`config.mk`:
```
export PLATFORM = sky130hd
export DESIGN_NAME = ffa_ctrl
export DESIGN_NICKNAME = d
export VERILOG_FILES = /design/src/hdl/ffa_pkg.sv /design/src/hdl/ffa_ctrl.sv
export SDC_FILE = /design/constraint.sdc
export NUM_CORES = 1
export LEC_CHECK = 0
export ABC_CLOCK_PERIOD_IN_PS = 3800
export BUFFER_PORTS_ARGS = -buffer_cell sky130_fd_sc_hd__buf_2
export CAP_MARGIN = 25
export CORE_MARGIN = 3
export CORE_UTILIZATION = 44
export CTS_BUF_LIST = sky130_fd_sc_hd__clkbuf_8
export DETAILED_ROUTE_END_ITERATION = 8
export GPL_TIMING_DRIVEN = 0
export HOLD_SLACK_MARGIN = 0.02
export PLACE_DENSITY = 0.73
export SKIP_LAST_GASP = 1
export SLEW_MARGIN = 40
export SYNTH_ARGS = -nofsm -noshare
export SYNTH_HDL_FRONTEND = slang
export SYNTH_SLANG_ARGS = --single-unit
```
`constraint.sdc`:
```
create_clock -name clk -period 3.8 [get_ports clk]
set_input_delay 0.19 -clock clk [delete_from_list [all_inputs] [get_ports clk]]
set_output_delay 0.19 -clock clk [all_outputs]
set_load 0.05 [all_outputs]
```
`src/hdl/ffa_pkg.sv`:
```
`timescale 1ns / 1ps

package ffa_pkg;

  localparam int HEAP_UNITS = 65536;
  localparam int UNIT_BYTES = 16;

  localparam int REQ_W   = 21;
  localparam int ADDR_W  = 20;
  localparam int UNIT_W  = $clog2(HEAP_UNITS);
  localparam int LINK_W  = UNIT_W + 1;
  localparam int OFS_W   = $clog2(UNIT_BYTES);
  localparam int UNITS_W = REQ_W - OFS_W + 1;
  localparam int NEED_W  = UNITS_W + 1;
  localparam int AU_W    = ADDR_W - OFS_W;

  // list terminator, one past the last unit
  localparam logic [LINK_W-1:0] NIL_LINK = LINK_W'(HEAP_UNITS);

  typedef enum logic [1:0] {
    ST_OK       = 2'd0,
    ST_OOM      = 2'd1,
    ST_BAD_FREE = 2'd2
  } status_t;

  typedef enum logic {
    ACT_ALLOC = 1'b0,
    ACT_FREE  = 1'b1
  } action_t;

  typedef struct packed {
    logic    clr_step;
    logic    start;
    logic    walk_rd;
    logic    advance;
    logic    split_a;
    logic    split_b;
    logic    mark_rd;
    logic    free_commit;
    logic    res_set;
    status_t res_code;
    logic    out_load;
  } dp_cmd_t;

  typedef struct packed {
    logic clr_done;
    logic walk_stop;
    logic fit;
    logic rem_ok;
    logic addr_null;
    logic addr_bad;
    logic mark_set;
  } dp_sts_t;

endpackage

```
`src/hdl/ffa_ctrl.sv`:
```
`timescale 1ns / 1ps

module ffa_ctrl import ffa_pkg::*; (
  input  logic    clk,
  input  logic    rst_n,
  input  logic    in_valid,
  output logic    in_ready,
  input  logic    in_action,
  output logic    out_valid,
  input  logic    out_ready,
  input  dp_sts_t sts,
  output dp_cmd_t cmd
);

  typedef enum logic [8:0] {
    S_CLEAR    = 9'b000000001,
    S_IDLE     = 9'b000000010,
    S_WALK_RD  = 9'b000000100,
    S_WALK_CHK = 9'b000001000,
    S_SPLIT_A  = 9'b000010000,
    S_SPLIT_B  = 9'b000100000,
    S_FREE_RD  = 9'b001000000,
    S_FREE_CHK = 9'b010000000,
    S_RESULT   = 9'b100000000
  } state_t;

  state_t state_r, state_nxt;
  logic   out_valid_r, out_valid_nxt;

  assign in_ready  = (state_r == S_IDLE);
  assign out_valid = out_valid_r;

  always_comb begin
    state_nxt    = state_r;
    cmd          = '0;
    cmd.res_code = ST_OK;
    case (state_r)
      S_CLEAR: begin
        cmd.clr_step = 1'b1;
        if (sts.clr_done) begin
          state_nxt = S_IDLE;
        end
      end
      S_IDLE: begin
        if (in_valid) begin
          cmd.start = 1'b1;
          state_nxt = (in_action == ACT_FREE) ? S_FREE_RD : S_WALK_RD;
        end
      end
      S_WALK_RD: begin
        if (sts.walk_stop) begin
          cmd.res_set  = 1'b1;
          cmd.res_code = ST_OOM;
          state_nxt    = S_RESULT;
        end else begin
          cmd.walk_rd = 1'b1;
          state_nxt   = S_WALK_CHK;
        end
      end
      S_WALK_CHK: begin
        if (!sts.fit) begin
          cmd.advance = 1'b1;
          state_nxt   = S_WALK_RD;
        end else if (sts.rem_ok) begin
          state_nxt = S_SPLIT_A;
        end else begin
          cmd.res_set  = 1'b1;
          cmd.res_code = ST_OOM;
          state_nxt    = S_RESULT;
        end
      end
      S_SPLIT_A: begin
        cmd.split_a = 1'b1;
        state_nxt   = S_SPLIT_B;
      end
      S_SPLIT_B: begin
        cmd.split_b = 1'b1;
        state_nxt   = S_RESULT;
      end
      S_FREE_RD: begin
        if (sts.addr_null) begin
          cmd.res_set  = 1'b1;
          cmd.res_code = ST_OK;
          state_nxt    = S_RESULT;
        end else if (sts.addr_bad) begin
          cmd.res_set  = 1'b1;
          cmd.res_code = ST_BAD_FREE;
          state_nxt    = S_RESULT;
        end else begin
          cmd.mark_rd = 1'b1;
          state_nxt   = S_FREE_CHK;
        end
      end
      S_FREE_CHK: begin
        cmd.res_set = 1'b1;
        if (sts.mark_set) begin
          cmd.free_commit = 1'b1;
          cmd.res_code    = ST_OK;
        end else begin
          cmd.res_code = ST_BAD_FREE;
        end
        state_nxt = S_RESULT;
      end
      S_RESULT: begin
        if (!out_valid_r || out_ready) begin
          cmd.out_load = 1'b1;
          state_nxt    = S_IDLE;
        end
      end
      default: begin
        state_nxt = S_IDLE;
      end
    endcase
  end

  always_comb begin
    out_valid_nxt = out_valid_r;
    if (cmd.out_load) begin
      out_valid_nxt = 1'b1;
    end else if (out_ready) begin
      out_valid_nxt = 1'b0;
    end
  end

  always_ff @(posedge clk) begin
    if (!rst_n) begin
      state_r     <= S_CLEAR;
      out_valid_r <= 1'b0;
    end else begin
      state_r     <= state_nxt;
      out_valid_r <= out_valid_nxt;
    end
  end

endmodule
```
==> impl_metrics.csv, run 1 <==
group,metric,value,unit
timing,clock-skew-final,0.00737,ns
grt,wire_length_of_the_first_global_routing_pass,2640,um
yosys,warning_count_from_the_yosys_run,0,
yosys,post_synth_num_cell_types,38,
drt,drt-initial-drc-count,4,
timing,worstMarginPinSlew,0.564,ns
floorplanning,rows,13,
yosys,syn_nets,96,
setup_path,reg2regPathDepth,5,
cts,clkSlewWorstSetupHoldPaths,0.04,ns
drt,vias,708,
yosys,synth_top_area_share,0.296,
power_and_ir_drop,power.static_leakage,0.428,nW
drt,ant_nets,0,
finish,syn_to_final_growth,27.4,%
power_and_ir_drop,combPwrFrac,0.166,
job,max-cap-violations,0,
floorplanning,ios,26,
finish,layout-drive-gt1-share,0.321,
status,outcome,"complete, no violations",
yosys,synthMostInstantiatedCell,"sky130_fd_sc_hd__nor2_1",
setup_path,required,3.61,ns
cts,cts_h_tree_depth,1,
yosys,synth-simple-area-share,0.454,
finish,ff_latch_area,200,um2
finish,antenna_cells,0,
timing,grt_setup_unrepaired,"no",
grt,grt_start_max_net_pins,11,
cts,clock_latency_on_the_worst_skew_pair,0.24,ns
floorplanning,die_w,45.2,um
placed_design,place.detailed.hpwl,1330,um
yosys,synth_enable_flop_cells,0,
grt,global_route.usage.total,0.185,
power_and_ir_drop,peakVddDrop,0.151,mV
setup_path,startpoint_type,"flop",
timing,finalHoldViolations,0,
floorplanning,die_y,45.2,um
yosys,yosys-top-cells-count,"sky130_fd_sc_hd__nor2_1 (12), sky130_fd_sc_hd__dfxtp_1 (10), sky130_fd_sc_hd__nand2b_1 (5), sky130_fd_sc_hd__inv_1 (4), sky130_fd_sc_hd__nor3_1 (4)",
placed_design,routabilityCongestion,0.787,
timing,final_cycle_share,0.628,
timing,finalSetupViolations,0,
setup_path,critical_path.reg2reg.endpoint,"state_r[5]",
yosys,synth_mux_area_frac,0,
worst_hold_path,end_point_of_the_most_critical_hold_path,"state_r[6]",
placed_design,port-buffer-count,25,
timing,final-max-slew-violation-count,0,
yosys,yosys.area_share.xor_xnor,0.0259,
power_and_ir_drop,share_seq_of_total_power,0.422,
timing,fmax,419,MHz
grt,via_count_of_the_first_global_routing_pass,609,
drt,detail_route.wirelength,1640,um
grt,antenna_found_initial,0,
power_and_ir_drop,swShare,0.266,
cts,ctsResizeCount,0,
worst_hold_path,hold_path.startpoint,"in_action",
cts,cts_buffers,3,
setup_path,crit-reg2reg-launch,"state_r[2]",
yosys,share_of_the_synthesized_area_in_compound_gates_ao_oa_aoi_oai,0.152,
yosys,synth_area_leaders,"sky130_fd_sc_hd__dfxtp_1 (30%), sky130_fd_sc_hd__nor2_1 (6.7%), sky130_fd_sc_hd__nand2b_1 (4.6%), sky130_fd_sc_hd__nor3b_1 (3.3%), sky130_fd_sc_hd__or4_4 (3.3%)",
timing,slew_headroom,0.623,
cts,count_of_buffers_added_by_post_cts_timing_repair_for_setup,0,
yosys,synth.cell_area,676,um2
grt,grt_overflow,0,
setup_path,cp-end-kind,"output pin",
finish,fillerInstances,134,
yosys,synth_area_leader_cell,"sky130_fd_sc_hd__dfxtp_1",
cts,cts.root.buffer_cell,"sky130_fd_sc_hd__clkbuf_8",
power_and_ir_drop,pwr-share-clk,0.413,
yosys,synth_top_flop_cell,"sky130_fd_sc_hd__dfxtp_1",
floorplanning,core_area,1370,um2
setup_path,reg2reg_slack,1.82,ns
power_and_ir_drop,power_per_cell_area,307,nW/um2
drt,detail_route.drc_violations,0,
drt,wl_per_cell,12.9,um
floorplanning,initial_core_util,0.495,
cts,holdBufCountCts,0,
cts,ctsLongestPathBuffers,2,
worst_hold_path,hold_path_class,"input port to flop",
drt,route.detailed.vias_per_inst,5.57,
cts,tritoncts_num_sinks,10,
finish,fin_nets,126,
finish,multi_input_area,427,um2
timing,fin_setup_tns,0,ns
yosys,synthAdderAreaFrac,0,
yosys,synth_seq_area_share,0.296,
floorplanning,total_die_area,2040,um2
yosys,synth_top_family_by_area,"simple AND/OR/NAND/NOR gates",
yosys,cells_after_synth,84,
cts,cts_tree,"done",
drt,firstDrtPassIters,4,
setup_path,arrival_time_reported_for_the_critical_path_endpoint,2.20,ns
power_and_ir_drop,power.switching,0.0000702,W
setup_path,worstSetupPathType,"flop to output pin",
worst_hold_path,min_path_cells,2,
power_and_ir_drop,internal_pwr_total,0.000194,W
yosys,postSynthAreaPerCell,8.04,um2
timing,period_minus_slack,2.39,ns
yosys,postSynth.asyncResetShare,0,
power_and_ir_drop,finalPower,0.000264,W
yosys,synth.ff_latch_count,10,
setup_path,critical_path_peak_fanout,10,
## how the worst max path moves through the flow
stage / start / endpoint / slack [ns] / cells past startpoint
finish: state_r[2] / cmd[5] / 1.41 / 6
floorplan: state_r[4] / state_r[8] / 0.37 / 4
detailed placement: state_r[2] / cmd[5] / 1.67 / 6
global route: state_r[2] / cmd[5] / 1.28 / 6
global placement: state_r[2] / cmd[5] / 1.69 / 6
CTS: state_r[2] / cmd[5] / 1.42 / 6
## through the flow
stage,hold slack [ns],cells,utilization,worst slack (ns),instance area [um2]
2_1_floorplan,0.298,84,-,0.373,676
3_3_place_gp,0.450,124,0.600,1.69,820
3_5_place_dp,0.456,124,0.600,1.67,820
4_1_cts,0.219,127,0.630,1.42,861
5_1_grt,0.229,127,0.630,1.28,861
6_report,0.222,127,0.630,1.41,861
## sequential cells by signal, indices dropped and copies added, names as in the netlist
register / flops
state_r: 9
out_valid: 1
## layout by cell type (no fill, tap or decap), types with 2 or more instances in the layout
cell	n
sky130_fd_sc_hd__or4_4	2
sky130_fd_sc_hd__clkbuf_1	2
sky130_fd_sc_hd__nor4b_1	2
sky130_fd_sc_hd__nor4_1	2
sky130_fd_sc_hd__buf_2	25
sky130_fd_sc_hd__xor2_1	2
sky130_fd_sc_hd__a21oi_1	3
sky130_fd_sc_hd__nor2_1	12
sky130_fd_sc_hd__dfxtp_1	10
sky130_fd_sc_hd__inv_1	4
sky130_fd_sc_hd__nand2_1	3
sky130_fd_sc_hd__clkbuf_8	3
sky130_fd_sc_hd__nor3b_1	3
sky130_fd_sc_hd__nand2b_1	5
sky130_fd_sc_hd__buf_4	2
sky130_fd_sc_hd__and3_1	3
sky130_fd_sc_hd__nor3_1	4
sky130_fd_sc_hd__o21ai_0	3
## logic make-up after synthesis
family                    Yosys count
and+or+nand+nor                    48
AOI/OAI and AO/OA                  15
DFF                                10
buffers and inverters               9
xor gates and xnor gates            2
## routing by layer
metal	share of wire	routed length (um)	vias to the layer above	track usage
li1	-	-	362	-
met1	0.46	746	320	0.214
met2	0.47	764	22	0.314
met3	0.063	104	4	0.0478
met4	0.014	23	0	0.0877
met5	0	0	-	0
## worst max-delay path, cell delays in order (launching register included)
cell and delay (ns):
sky130_fd_sc_hd__dfxtp_1 0.29, sky130_fd_sc_hd__clkbuf_1 0.20, sky130_fd_sc_hd__or4_1 0.59, sky130_fd_sc_hd__nor2_1 0.23, sky130_fd_sc_hd__nand2_1 0.13, sky130_fd_sc_hd__nor4_1 0.22
sky130_fd_sc_hd__buf_2 0.30
## area by class of cell
cell class                 instances  share of cell area
multi-input combinational         65               0.496
sequential                        10               0.233
timing repair buffer              25               0.145
clock buffer                       3              0.0480
buffer                             5              0.0392
tap                               15              0.0218
inverter                           4              0.0174
## power by group through the flow
stage               sequential, W  clock, W  combinational (W)
floorplan                0.000112         0          0.0000298
global placement         0.000113         0          0.0000429
detailed placement       0.000113         0          0.0000435
CTS                      0.000111  0.000110          0.0000439
global route             0.000112  0.000117          0.0000478
finish                   0.000111  0.000109          0.0000438
Power figures use the tool's default switching activity.
==> run 2: changes to the inputs <==
--- a/config.mk
+++ b/config.mk
@@ -5,7 +5,7 @@
 export SDC_FILE = /design/constraint.sdc
 export NUM_CORES = 1
 export LEC_CHECK = 0
-export ABC_CLOCK_PERIOD_IN_PS = 3800
+export ABC_CLOCK_PERIOD_IN_PS = 2490
 export BUFFER_PORTS_ARGS = -buffer_cell sky130_fd_sc_hd__buf_2
 export CAP_MARGIN = 25
 export CORE_MARGIN = 3
==> constraint.sdc (replaced) <==
create_clock -name clk -period 2.49 [get_ports clk]
set_input_delay 0.1245 -clock clk [delete_from_list [all_inputs] [get_ports clk]]
set_output_delay 0.1245 -clock clk [all_outputs]
set_load 0.05 [all_outputs]
==> impl_metrics.csv, run 2 (same netlist as run 1, synthesis figures left out) <==
group,metric,value,unit
drt,firstDrtPassIters,4,
floorplanning,initial_core_util,0.495,
placed_design,detailed_place.area,836,um2
drt,vias,687,
cts,tritoncts_num_sinks,10,
floorplanning,ios,26,
timing,clock-skew-final,0.000365,ns
timing,grt_setup_unrepaired,"no",
grt,global_route.usage.total,0.178,
finish,mostFrequentLayoutCells,"sky130_fd_sc_hd__buf_2 (25), sky130_fd_sc_hd__nor2_1 (12), sky130_fd_sc_hd__dfxtp_1 (10), sky130_fd_sc_hd__nand2b_1 (5)",
power_and_ir_drop,share_seq_of_total_power,0.419,
job,max-cap-violations,0,
drt,wl_per_cell,12.5,um
setup_path,arrival_time_reported_for_the_critical_path_endpoint,2.18,ns
grt,wire_length_of_the_first_global_routing_pass,2570,um
power_and_ir_drop,swShare,0.270,
finish,layout-drive-gt1-share,0.348,
timing,fmax,434,MHz
timing,final_cycle_share,0.925,
status,outcome,"complete, no violations",
cts,ctsLongestPathBuffers,2,
timing,period_minus_slack,2.30,ns
power_and_ir_drop,pwr-share-clk,0.414,
power_and_ir_drop,combPwrFrac,0.167,
timing,slew_headroom,0.746,
setup_path,critical_path_peak_fanout,10,
power_and_ir_drop,internal_pwr_total,0.000296,W
finish,layout.cells.most_common,"sky130_fd_sc_hd__buf_2",
cts,cts_h_tree_depth,1,
finish,fin_nets,126,
floorplanning,die_w,45.2,um
timing,worstMarginPinSlew,0.376,ns
grt,antenna_found_initial,0,
grt,grt_overflow,0,
floorplanning,die_y,45.2,um
setup_path,cp-end-kind,"output pin",
setup_path,startpoint_type,"flop",
floorplanning,rows,13,
finish,antenna_cells,0,
drt,ant_nets,0,
floorplanning,core_area,1370,um2
timing,final-max-slew-violation-count,0,
drt,detail_route.drc_violations,0,
cts,cts_buffers,3,
finish,largest_register_ffs,9,
drt,route.detailed.vias_per_inst,5.41,
power_and_ir_drop,power.static_leakage,0.432,nW
timing,finalSetupViolations,0,
drt,detail_route.wirelength,1590,um
worst_hold_path,hold_path_class,"input port to flop",
timing,fin_setup_tns,0,ns
cts,ctsResizeCount,0,
setup_path,worstSetupPathType,"flop to output pin",
timing,finalHoldViolations,0,
cts,holdBufCountCts,0,
cts,count_of_buffers_added_by_post_cts_timing_repair_for_setup,0,
finish,fillerInstances,135,
placed_design,place.detailed.hpwl,1300,um
grt,grt_start_max_net_pins,11,
placed_design,port-buffer-count,25,
setup_path,required,2.37,ns
finish,largest_register,"state_r",
finish,syn_to_final_growth,29.8,%
finish,layout_cell_area_excl_fill,877,um2
cts,clock_latency_on_the_worst_skew_pair,0.24,ns
power_and_ir_drop,power.switching,0.000110,W
cts,clkSlewWorstSetupHoldPaths,0.05,ns
placed_design,routabilityCongestion,0.775,
setup_path,reg2reg_slack,0.53,ns
power_and_ir_drop,power_per_cell_area,463,nW/um2
floorplanning,total_die_area,2040,um2
cts,cts_tree,"done",
cts,cts.root.buffer_cell,"sky130_fd_sc_hd__clkbuf_8",
grt,via_count_of_the_first_global_routing_pass,610,
power_and_ir_drop,peakVddDrop,0.458,mV
drt,drt-initial-drc-count,15,
==> run 2: cell count changes in the layout (fill, tap and decap cells not counted) <==
cell and delta:
sky130_fd_sc_hd__nor3b_2 +1, sky130_fd_sc_hd__nor4_2 +1, sky130_fd_sc_hd__nor3b_1 -1, sky130_fd_sc_hd__a2111oi_2 +1, sky130_fd_sc_hd__a2111oi_1 -1, sky130_fd_sc_hd__nor4_1 -1
==> run 2: layer usage <==
layer | global-route usage | part of all wire | vias to the layer above
met5 | 0 | 0 | -
met4 | 0.105 | 0.017 | 0
met3 | 0.0518 | 0.087 | 2
li1 | - | - | 361
met1 | 0.205 | 0.45 | 298
met2 | 0.288 | 0.44 | 26
==> run 2: final timing paths <==
| kind | startpoint | depth (start not counted) | to |
|---|---|---|---|
| worst max-delay path | state_r[2] | 6 | cmd[5] |
| worst min-delay path | in_action | 2 | state_r[6] |
| worst max register to register | state_r[4] | 5 | state_r[1] |
| worst min register to register | out_valid | 2 | out_valid |
==> run 2: cell type report <==
cell class / count / area (um2) / share of cell area
Clock buffer: 3 / 41.3 / 0.0471
Inverter: 4 / 15.0 / 0.0171
Tap cell: 15 / 18.8 / 0.0214
Multi-Input combinational cell: 65 / 443 / 0.505
Buffer: 5 / 33.8 / 0.0385
Timing Repair Buffer: 25 / 125 / 0.143
Sequential cell: 10 / 200 / 0.228
==> run 2: power by group through the flow <==
stage	combinational (W)	clock [W]	sequential [W]
detailed placement	0.0000683	0	0.000173
global route	0.0000737	0.000181	0.000171
floorplan	0.0000468	0	0.000171
global placement	0.0000672	0	0.000173
finish	0.0000678	0.000168	0.000170
CTS	0.0000686	0.000171	0.000170
==> run 2: per-stage QoR <==
stage	hold WS (ns)	util	total power, W	instances	worst slack [ns]
after global routing	0.150	0.642	0.000426	127	0.00855
after detailed placement	0.389	0.612	0.000241	124	0.428
final	0.140	0.642	0.000406	127	0.187
after global placement	0.396	0.612	0.000240	124	0.452
after CTS	0.143	0.642	0.000410	127	0.175
after floorplan	0.232	-	0.000218	84	-0.194
==> run 2: worst max-delay path, stage by stage (launching register included) <==
cell and delay, ns:
sky130_fd_sc_hd__dfxtp_1 0.29, sky130_fd_sc_hd__clkbuf_1 0.19, sky130_fd_sc_hd__or4_1 0.58, sky130_fd_sc_hd__nor2_1 0.23
sky130_fd_sc_hd__nand2_1 0.14, sky130_fd_sc_hd__nor4_2 0.21, sky130_fd_sc_hd__buf_2 0.30
==> run 3: changes to the inputs <==
--- a/config.mk
+++ b/config.mk
@@ -9,14 +9,14 @@
 export BUFFER_PORTS_ARGS = -buffer_cell sky130_fd_sc_hd__buf_2
 export CAP_MARGIN = 25
 export CORE_MARGIN = 3
-export CORE_UTILIZATION = 44
+export CORE_UTILIZATION = 30
 export CTS_BUF_LIST = sky130_fd_sc_hd__clkbuf_8
 export DETAILED_ROUTE_END_ITERATION = 8
 export GPL_TIMING_DRIVEN = 0
 export HOLD_SLACK_MARGIN = 0.02
-export PLACE_DENSITY = 0.73
 export SKIP_LAST_GASP = 1
 export SLEW_MARGIN = 40
 export SYNTH_ARGS = -nofsm -noshare
 export SYNTH_HDL_FRONTEND = slang
 export SYNTH_SLANG_ARGS = --single-unit
+export TNS_END_PERCENT = 5
==> impl_metrics.csv, run 3 (same netlist as run 1, synthesis figures left out) <==
group,metric,value,unit
status,outcome,"complete, no violations",
timing,period_minus_slack,2.34,ns
finish,largest_register_ffs,9,
timing,fmax,427,MHz
placed_design,detailed_place.area,846,um2
grt,antenna_found_initial,0,
worst_hold_path,hold_path_class,"input port to flop",
cts,cts_h_tree_depth,1,
cts,ctsLongestPathBuffers,2,
cts,cts_buffers,3,
power_and_ir_drop,internal_pwr_total,0.000329,W
placed_design,place.detailed.instances,136,
setup_path,arrival_time_reported_for_the_critical_path_endpoint,2.22,ns
setup_path,timing.critical_path.depth,6,
setup_path,critical_path_peak_fanout,10,
cts,tritoncts_num_sinks,10,
setup_path,timing.critical_path.buf_inv,2,
setup_path,startpoint_type,"flop",
grt,wire_length_of_the_first_global_routing_pass,2870,um
cts,count_of_buffers_added_by_post_cts_timing_repair_for_setup,0,
grt,global_route.usage.total,0.139,
finish,fillerInstances,217,
setup_path,timing.critical_path.from,"state_r[2]",
power_and_ir_drop,swShare,0.255,
finish,final_cells,140,
finish,layout_cell_area_excl_fill,901,um2
drt,firstDrtPassIters,4,
drt,wl_per_cell,12.1,um
placed_design,place.detailed.hpwl,1370,um
job,max-cap-violations,0,
setup_path,timing.critical_path.cells,"clkbuf_1, or4_1, nor2_1, nand2_1, nor4_2, buf_2",
timing,grt_setup_unrepaired,"no",
floorplanning,rows,16,
power_and_ir_drop,peakVddDrop,0.360,mV
cts,cts.root.buffer_cell,"sky130_fd_sc_hd__clkbuf_8",
timing,worstMarginPinSlew,0.387,ns
finish,fin_nets,126,
cts,clock_latency_on_the_worst_skew_pair,0.23,ns
setup_path,cp-endpoint,"cmd[5]",
power_and_ir_drop,combPwrFrac,0.154,
setup_path,crit-reg2reg-launch,"state_r[2]",
floorplanning,die_y,53.5,um
placed_design,routabilityCongestion,0.769,
setup_path,critical_path.reg2reg.endpoint,"state_r[1]",
timing,final_cycle_share,0.940,
drt,route.detailed.vias_per_inst,5.00,
finish,layout.cells.most_common,"sky130_fd_sc_hd__buf_2",
setup_path,critical-path-top-delay-family,"simple AND/OR/NAND/NOR gates",
cts,holdBufCountCts,0,
setup_path,critPathMaxStageDelay,0.59,ns
grt,grt_start_max_net_pins,11,
power_and_ir_drop,power.static_leakage,0.436,nW
placed_design,port-buffer-count,25,
finish,layout-drive-gt1-share,0.345,
setup_path,worstSetupPathType,"flop to output pin",
drt,detail_route.drc_violations,0,
finish,largest_register,"state_r",
setup_path,required,2.37,ns
drt,ant_nets,0,
setup_path,reg2reg_slack,0.54,ns
floorplanning,die_w,53.5,um
power_and_ir_drop,share_seq_of_total_power,0.385,
timing,finalHoldViolations,0,
cts,cts_tree,"done",
timing,final-max-slew-violation-count,0,
grt,grt_overflow,0,
floorplanning,core_area,2040,um2
cts,clkSlewWorstSetupHoldPaths,0.05,ns
setup_path,reg2regPathDepth,5,
finish,syn_to_final_growth,33.3,%
floorplanning,ios,26,
cts,ctsResizeCount,0,
floorplanning,initial_core_util,0.331,
power_and_ir_drop,finalPower,0.000441,W
setup_path,cp-end-kind,"output pin",
timing,finalSetupViolations,0,
finish,mostFrequentLayoutCells,"sky130_fd_sc_hd__buf_2 (25), sky130_fd_sc_hd__nor2_1 (12), sky130_fd_sc_hd__dfxtp_1 (10), sky130_fd_sc_hd__nand2b_1 (5)",
power_and_ir_drop,power.switching,0.000112,W
finish,antenna_cells,0,
setup_path,master_of_the_slowest_instance_on_the_critical_path,"sky130_fd_sc_hd__or4_1",
timing,slew_headroom,0.738,
drt,drt-initial-drc-count,11,
timing,clock-skew-final,0.000737,ns
power_and_ir_drop,pwr-share-clk,0.461,
drt,vias,700,
floorplanning,total_die_area,2860,um2
drt,detail_route.wirelength,1690,um
grt,via_count_of_the_first_global_routing_pass,647,
power_and_ir_drop,power_per_cell_area,490,nW/um2
run 3: cell types whose count changed in the layout (fill, tap and decap cells not counted):
cell / previous run / this run
sky130_fd_sc_hd__nor3b_1: 2 / 3
sky130_fd_sc_hd__nor3b_2: 1 / 0
sky130_fd_sc_hd__clkbuf_8: 3 / 4
run 3: power groups by stage:
stage	clock [W]	sequential (W)	combinational (W)
floorplan	0	0.000171	0.0000461
global placement	0	0.000172	0.0000669
detailed placement	0	0.000173	0.0000676
CTS	0.000208	0.000169	0.0000680
global route	0.000216	0.000170	0.0000744
finish	0.000204	0.000170	0.0000679
run 3: final cells by class:
type / instances / area (um2) / area share
Multi-Input combinational cell: 65 / 438 / 0.486
Inverter: 4 / 15.0 / 0.0167
Clock buffer: 4 / 55.1 / 0.0611
Tap cell: 27 / 33.8 / 0.0375
Sequential cell: 10 / 200 / 0.222
Timing Repair Buffer: 25 / 125 / 0.139
Buffer: 5 / 33.8 / 0.0375
run 3: worst min path at each step:
| stage | start | to | slack, ns | cells past startpoint |
|---|---|---|---|---|
| detailed placement | in_action | state_r[6] | 0.38 | 2 |
| global route | in_action | state_r[6] | 0.14 | 2 |
| global placement | in_action | state_r[6] | 0.38 | 2 |
| finish | in_action | state_r[6] | 0.13 | 2 |
| CTS | in_action | state_r[6] | 0.13 | 2 |
| floorplan | rst_n | state_r[0] | 0.23 | 1 |
run 3: per-stage QoR:
| stage | TNS (ns) | setup slack [ns] | utilization | hold slack (ns) |
|---|---|---|---|---|
| 2_1_floorplan | -0.519 | -0.240 | - | 0.232 |
| 3_3_place_gp | 0 | 0.416 | 0.414 | 0.382 |
| 3_5_place_dp | 0 | 0.387 | 0.414 | 0.378 |
| 4_1_cts | 0 | 0.134 | 0.441 | 0.132 |
| 5_1_grt | 0 | 0.00414 | 0.441 | 0.143 |
| 6_report | 0 | 0.150 | 0.441 | 0.132 |
run 3: metal layers:
metal | vias up | part of all wire | GRT usage | wire length [um]
li1 | 363 | - | - | -
met1 | 315 | 0.47 | 0.178 | 791
met2 | 20 | 0.46 | 0.214 | 784
met3 | 2 | 0.063 | 0.0535 | 107
met4 | 0 | 0.0047 | 0.0383 | 8
met5 | - | 0 | 0 | 0
